### config.mk
export PLATFORM = sky130hd
export DESIGN_NAME = ukmv_ctrl
export DESIGN_NICKNAME = d
export VERILOG_FILES = /design/src/design/ukmv_pkg.sv /design/src/design/ukmv_ctrl.sv
export SDC_FILE = /design/constraint.sdc
export NUM_CORES = 1
export LEC_CHECK = 0
export BUFFER_PORTS_ARGS = -buffer_cell sky130_fd_sc_hd__buf_2
export CAP_MARGIN = 20
export CORE_AREA = 4 4 41 43
export CTS_BUF_LIST = sky130_fd_sc_hd__clkbuf_16
export DETAILED_ROUTE_END_ITERATION = 10
export DIE_AREA = 0 0 45 47
export PLACE_DENSITY = 0.39
export REMOVE_ABC_BUFFERS = 1
export SLEW_MARGIN = 10
export SYNTH_ARGS = -nofsm -noshare
export SYNTH_HDL_FRONTEND = slang
export SYNTH_SLANG_ARGS = --single-unit
### constraint.sdc
create_clock -name clk -period 1.2 [get_ports clk]
set_clock_uncertainty 0.15 [all_clocks]
set_input_delay 0 -clock clk [delete_from_list [all_inputs] [get_ports clk]]
set_output_delay 0 -clock clk [all_outputs]
set_load 0.05 [all_outputs]
### src/design/ukmv_pkg.sv
// ----------------------------------------------------------------------------
// ukmv_pkg
// Shared types and fixed widths for the unbounded knapsack (rod cutting) block.
// ----------------------------------------------------------------------------
package ukmv_pkg;

	localparam int LEN_W   = 8;
	localparam int PRICE_W = 16;
	localparam int VALUE_W = 24;
	localparam logic [VALUE_W-1:0] VALUE_MAX = {VALUE_W{1'b1}};

	typedef enum logic [2:0] {
		ST_IDLE,
		ST_CHECK,
		ST_SWEEP,
		ST_READ,
		ST_OUT
	} ukmv_state_t;

	typedef struct packed {
		logic load_item;
		logic issue;
		logic read_out;
		logic load_out;
	} ukmv_cmd_t;

	typedef struct packed {
		logic sweep_ok;
		logic at_cap;
		logic last;
		logic out_free;
	} ukmv_sts_t;

endpackage

### src/design/ukmv_ctrl.sv
// ----------------------------------------------------------------------------
// ukmv_ctrl
// Sequencer: takes a piece, runs the table sweep, reads and hands out the result.
// ----------------------------------------------------------------------------
module ukmv_ctrl (
	input  logic               clk,
	input  logic               arst_n,
	input  logic               piece_valid,
	output logic               piece_ready,
	input  ukmv_pkg::ukmv_sts_t sts,
	output ukmv_pkg::ukmv_cmd_t cmd
);

	ukmv_pkg::ukmv_state_t state_q;
	ukmv_pkg::ukmv_state_t state_d;

	always_ff @(posedge clk or negedge arst_n) begin
		if (!arst_n) begin
			state_q <= ukmv_pkg::ST_IDLE;
		end else begin
			state_q <= state_d;
		end
	end

	always_comb begin
		state_d       = state_q;
		piece_ready   = 1'b0;
		cmd           = '0;
		case (state_q)
			ukmv_pkg::ST_IDLE: begin
				piece_ready = 1'b1;
				if (piece_valid) begin
					cmd.load_item = 1'b1;
					state_d       = ukmv_pkg::ST_CHECK;
				end
			end
			ukmv_pkg::ST_CHECK: begin
				if (sts.sweep_ok) begin
					state_d = ukmv_pkg::ST_SWEEP;
				end else if (sts.last) begin
					state_d = ukmv_pkg::ST_READ;
				end else begin
					state_d = ukmv_pkg::ST_IDLE;
				end
			end
			ukmv_pkg::ST_SWEEP: begin
				cmd.issue = 1'b1;
				if (sts.at_cap) begin
					state_d = sts.last ? ukmv_pkg::ST_READ : ukmv_pkg::ST_IDLE;
				end
			end
			ukmv_pkg::ST_READ: begin
				cmd.read_out = 1'b1;
				state_d      = ukmv_pkg::ST_OUT;
			end
			ukmv_pkg::ST_OUT: begin
				if (sts.out_free) begin
					cmd.load_out = 1'b1;
					state_d      = ukmv_pkg::ST_IDLE;
				end
			end
			default: begin
				state_d = ukmv_pkg::ST_IDLE;
			end
		endcase
	end

endmodule

======== Word-level counts from Yosys, hierarchy flattened ========
Index checks and enable logic that the tools add are counted.
Widths: inputs -> output; s select.
cells by class
  eq/ne operators ......................... 7
  multiplexer cells ....................... 13
  reductions and logical operators ........ 2
operator list
  kind                count
  $pmux 3 s5          1
  $mux 3              3
  $mux 1              7
  $eq 3x2->1 const B  2
  $ne 2x2->1 const B  3
  $mux 2              2
  $eq 3x1->1 const B  1
  $eq 3x3->1 const B  1
  $logic_not 3->1     1
  $reduce_and 3->1    1
storage, ports and cells
  flip-flop bits (word level) ............. 3
  input port bits ......................... 7
  output and inout bits ................... 5
  word-level logic and storage cells ...... 23

======== Logic depth before layout (Yosys ltp) ========
  depth in word-level cells ............... 3
  gate-level depth with buffers ........... 3
  depth with buffers taken out ............ 3

======== Worst setup path before layout ========
No wires, ideal clock.
  path kind ............................... reg2out
  from .................................... reg state_q[2]
  to ...................................... out cmd[3] (netlist bit)
  arrival ................................. 2,116 ps
  data required time ...................... 1,050 ps
  setup slack ............................. -1,066 ps
  cell stages (with the launch flop) ...... 3
  buffers on the path ..................... 0
  path through ............................ dfrtp_1 -> nor3_1 -> and2_1
RTL lines
  what                      line             text
  start: declaration        ukmv_ctrl.sv:14  ukmv_pkg::ukmv_state_t state_q;
  start signal: assignment  ukmv_ctrl.sv:19  state_q <= ukmv_pkg::ST_IDLE;
  start signal: assignment  ukmv_ctrl.sv:21  state_q <= state_d;
  end: declaration          ukmv_ctrl.sv:11  output ukmv_pkg::ukmv_cmd_t cmd

==> parameters.txt <==
Parameter                              Value

Final layout
  Diodes inserted ... 0
  Final cell count without fillers ... 62
  Number of nets in the final layout ... 55
  Top reg by flops ... state_q
  Fraction of layout instances using a drive strength above 1 ... 63.83%
  Number of flip-flops in the largest register ... 3
  Layout overhead on the synthesized area ... 188.9%
  Regs by FF count ... state_q x3
  # fillers ... 133

Logic synthesis
  Number of synthesized flops with an enable pin ... 0
  Mean area per synthesized cell ... 9.009 um^2
  Area leader, netlist ... sky130_fd_sc_hd__dfrtp_1
  Synth area leaders ... sky130_fd_sc_hd__dfrtp_1 (42%), sky130_fd_sc_hd__a21oi_1 (5.6%), sky130_fd_sc_hd__and3b_2 (5.6%)
  Cell types with the highest counts after synthesis ... sky130_fd_sc_hd__dfrtp_1 (3), sky130_fd_sc_hd__a21oi_1 (2), sky130_fd_sc_hd__o21ai_0 (2)
  Most used DFF post-synth ... sky130_fd_sc_hd__dfrtp_1
  Distinct cells, synth ... 16
  Area of the mapped netlist ... around 180 um^2
  Post-synthesis cell count ... 20
  Sequential area share after synthesis ... 41.67%
  Asr flop ratio synth ... 100.0%
  Most frequently used cell type in the post-synthesis netlist ... sky130_fd_sc_hd__dfrtp_1
  Proportion of netlist area held by the largest area contributor ... around two fifths
  Number of flip-flops and latches in the synthesized netlist ... 3
  Yosys warns ... 0

Power
  Share of total power in combinational logic ... 53.5%
  Power density over cell area ... between 3000 and 4000 mW/mm^2
  Sw frac ... 36.97%
  Internal power ... 989.2 uW
  Total power ... 1569 uW
  Switching component of the power ... 580.1 uW
  Clock network power share ... 32.8%
  Sequential share of power ... 13.7%
  Leakage power of the design ... 0.0002429 uW
  Max rail drop VDD ... 1491 uV

Placement
  Number of buffers inserted by port buffering ... 11
  Global placement routability congestion ... 0.7324
  Post-detailed-placement half-perimeter wirelength ... 416.7 um
  Instance count after placement with tap cells included ... 47

Route
  Post-detailed-route wirelength per cell ... between 10 and 15 um
  First-pass detailed-route iteration total ... 3
  WL final ... 698 um
  Drc violations ... 0
  Via-to-Cell Ratio ... 4.081
  Final ANT Viol Nets ... 0
  Drt initial violations ... 5
  Detailed-route via count ... approximately 250

Global routing
  Via count of the first global-routing pass ... 281
  Met3 capacity usage during global routing ... 2.682%
  Overflow left after global routing ... 0
  Most crowded layer after global routing ... met2
  First-pass GRT wire length ... 1138 um
  Met2 GRT Util ... 11.86%
  Overall Global Routing Usage ... 8.228%
  Pin count of the biggest net entering global routing ... 7
  Met1 Usage GRT ... 9.132%
  Number of antenna violations at the first check in global routing ... 0

Timing
  Worst hold slack across all endpoints ... 0.3549 ns
  Number of max-slew violations in the final report ... 0
  Count of endpoints failing hold in the final timing report ... 0
  Remaining max-slew budget at the tightest pin ... 89.37%
  Setup violations, final ... 6
  Worst Setup Slack, final ... -0.1271 ns
  Setup repair after global routing missed its margin ... true
  Fmax ... 753.5 MHz
  Actual transition at the worst max-transition pin ... 0.1590 ns
  Post-layout min period ... 1.327 ns
  Final period utilization ... 110.6%

Die
  Number of ports placed on the die boundary ... 12
  Die Span Y ... 47 um
  Die Wd ... 45 um
  Row cnt ... 13
  Die area ... 0.002115 mm^2
  Initial Util ... ~14%
  Total core area ... 0.001301 mm^2

Setup path
  Delay of the slowest critical-path stage ... roughly 0.4 ns
  Crit path required time ... 1.05 ns
  Reg-to-reg slack, setup ... -0.01 ns
  Arrival time of data at the critical path endpoint ... 1.18 ns
  Largest delay share family, worst path ... flip-flops
  Type of destination of the critical path ... primary output
  Sequence of cells on the critical path ... buf_6 > nor3b_1 > buf_4
  CP max FO ... 5
  Slowest library cell on the worst path ... sky130_fd_sc_hd__dfrtp_1
  Sort of element at the start of the critical path ... flop
  CP Class ... reg2out
  Critical path buffers and inverters ... 2

Clock network
  Root cell of the clock tree ... sky130_fd_sc_hd__clkbuf_16
  Clock-pin slew on the worst setup and hold paths ... 0.03 ns
  Maximum level of the CTS H-tree ... 1
  Number of buffers created by CTS ... 3
  Clock tree from TritonCTS ... done
  Latest clock arrival within the worst-skew pair ... 0.22 ns
  Clock sink total ... 3
  Maximum clock path buffer count ... 2

Hold path
  Worst min-delay path class ... in2reg

Status
  Run status ... finished, violations left
  Violated checks ... setup timing

Run
  Max Cap Viol ... 0
==> worst min-delay path, delay by kind of cell <==
kind	cells	cell delay, ns
buf+inv	2	0.61
compound gates	1	0.06
==> per-layer routing <==
metal	wire (um)	share of wire (%)	vias to the layer above
met5	0	0	-
met4	0	0	0
met3	48	6.9	0
met2	326	47	11
met1	323	46	117
li1	-	-	125
==> kinds of logic (layout without fill, tap and decap cells) <==
group / after synthesis / after routing / synth area share [%]
buffers and inverters: 1 / 28 / 2.081
DFF: 3 / 3 / 41.67
AOI/OAI and AO/OA: 6 / 6 / 20.14
and+or+nand+nor: 10 / 10 / 36.12
==> per-stage QoR <==
stage          util [%]  cell area, um^2  setup TNS (ns)  worst slack (ns)
2_1_floorplan         -            180.2          -2.101            -1.066
3_3_place_gp      20.10            261.5               0           0.01695
3_5_place_dp      20.10            261.5        -0.02254          -0.02254
4_1_cts           36.83            479.2         -0.4818           -0.1206
5_1_grt           40.00            520.5         -0.9452           -0.1903
6_report          40.00            520.5         -0.5670           -0.1271
==> timing repair <==
action                                 in CTS  in global routing
resized for setup                          15                 11
pin swaps                                   3                  3
cloned                                      0                  0
setup endpoints to repair                   5                  7
buffers inserted                            4                  0
endpoints found under the hold margin       5                  1
hold buffers                                6                  1
==> worst paths after layout <==
kind | start | endpoint | cells past startpoint
max | state_q[2] | cmd[2] | 3
min | sts[0] | state_q[2] | 3
max reg2reg | state_q[0] | state_q[0] | 4
min reg2reg | state_q[2] | state_q[2] | 3
max in group asynchronous | arst_n | state_q[1] | 3
min in group asynchronous | arst_n | state_q[2] | 3
==> area by class of cell <==
| type | instances | area (um^2) | area share, % |
|---|---|---|---|
| Clock buffer | 3 | 75.07 | 14.42 |
| Clock inverter | 1 | 3.754 | 0.7212 |
| Inverter | 1 | 3.754 | 0.7212 |
| Multi-Input combinational cell | 16 | 136.4 | 26.20 |
| Sequential cell | 3 | 77.57 | 14.90 |
| Tap cell | 15 | 18.77 | 3.606 |
| Timing Repair Buffer | 23 | 205.2 | 39.42 |
==> power groups by stage <==
| stage | sequential, uW | clock [uW] | combinational (uW) |
|---|---|---|---|
| 2_1_floorplan | 183 | 0 | 367 |
| 3_3_place_gp | 182 | 0 | 502 |
| 3_5_place_dp | 182 | 0 | 503 |
| 4_1_cts | 191 | 524 | 753 |
| 5_1_grt | 226 | 537 | 890 |
| 6_report | 215 | 514 | 839 |
==> layout by cell type (no fill, tap or decap), types with 2 or more instances in the layout <==
cell type                       synthesis  routed
sky130_fd_sc_hd__clkbuf_16              0       3
sky130_fd_sc_hd__buf_8                  0       3
sky130_fd_sc_hd__dfrtp_2                0       2
sky130_fd_sc_hd__buf_6                  0       2
sky130_fd_sc_hd__buf_4                  0       5
sky130_fd_sc_hd__buf_2                  0       6
sky130_fd_sc_hd__o21ai_2                0       2
sky130_fd_sc_hd__inv_1                  1       2
sky130_fd_sc_hd__dlygate4sd3_1          0       7
(Power assumes the default switching activity.)
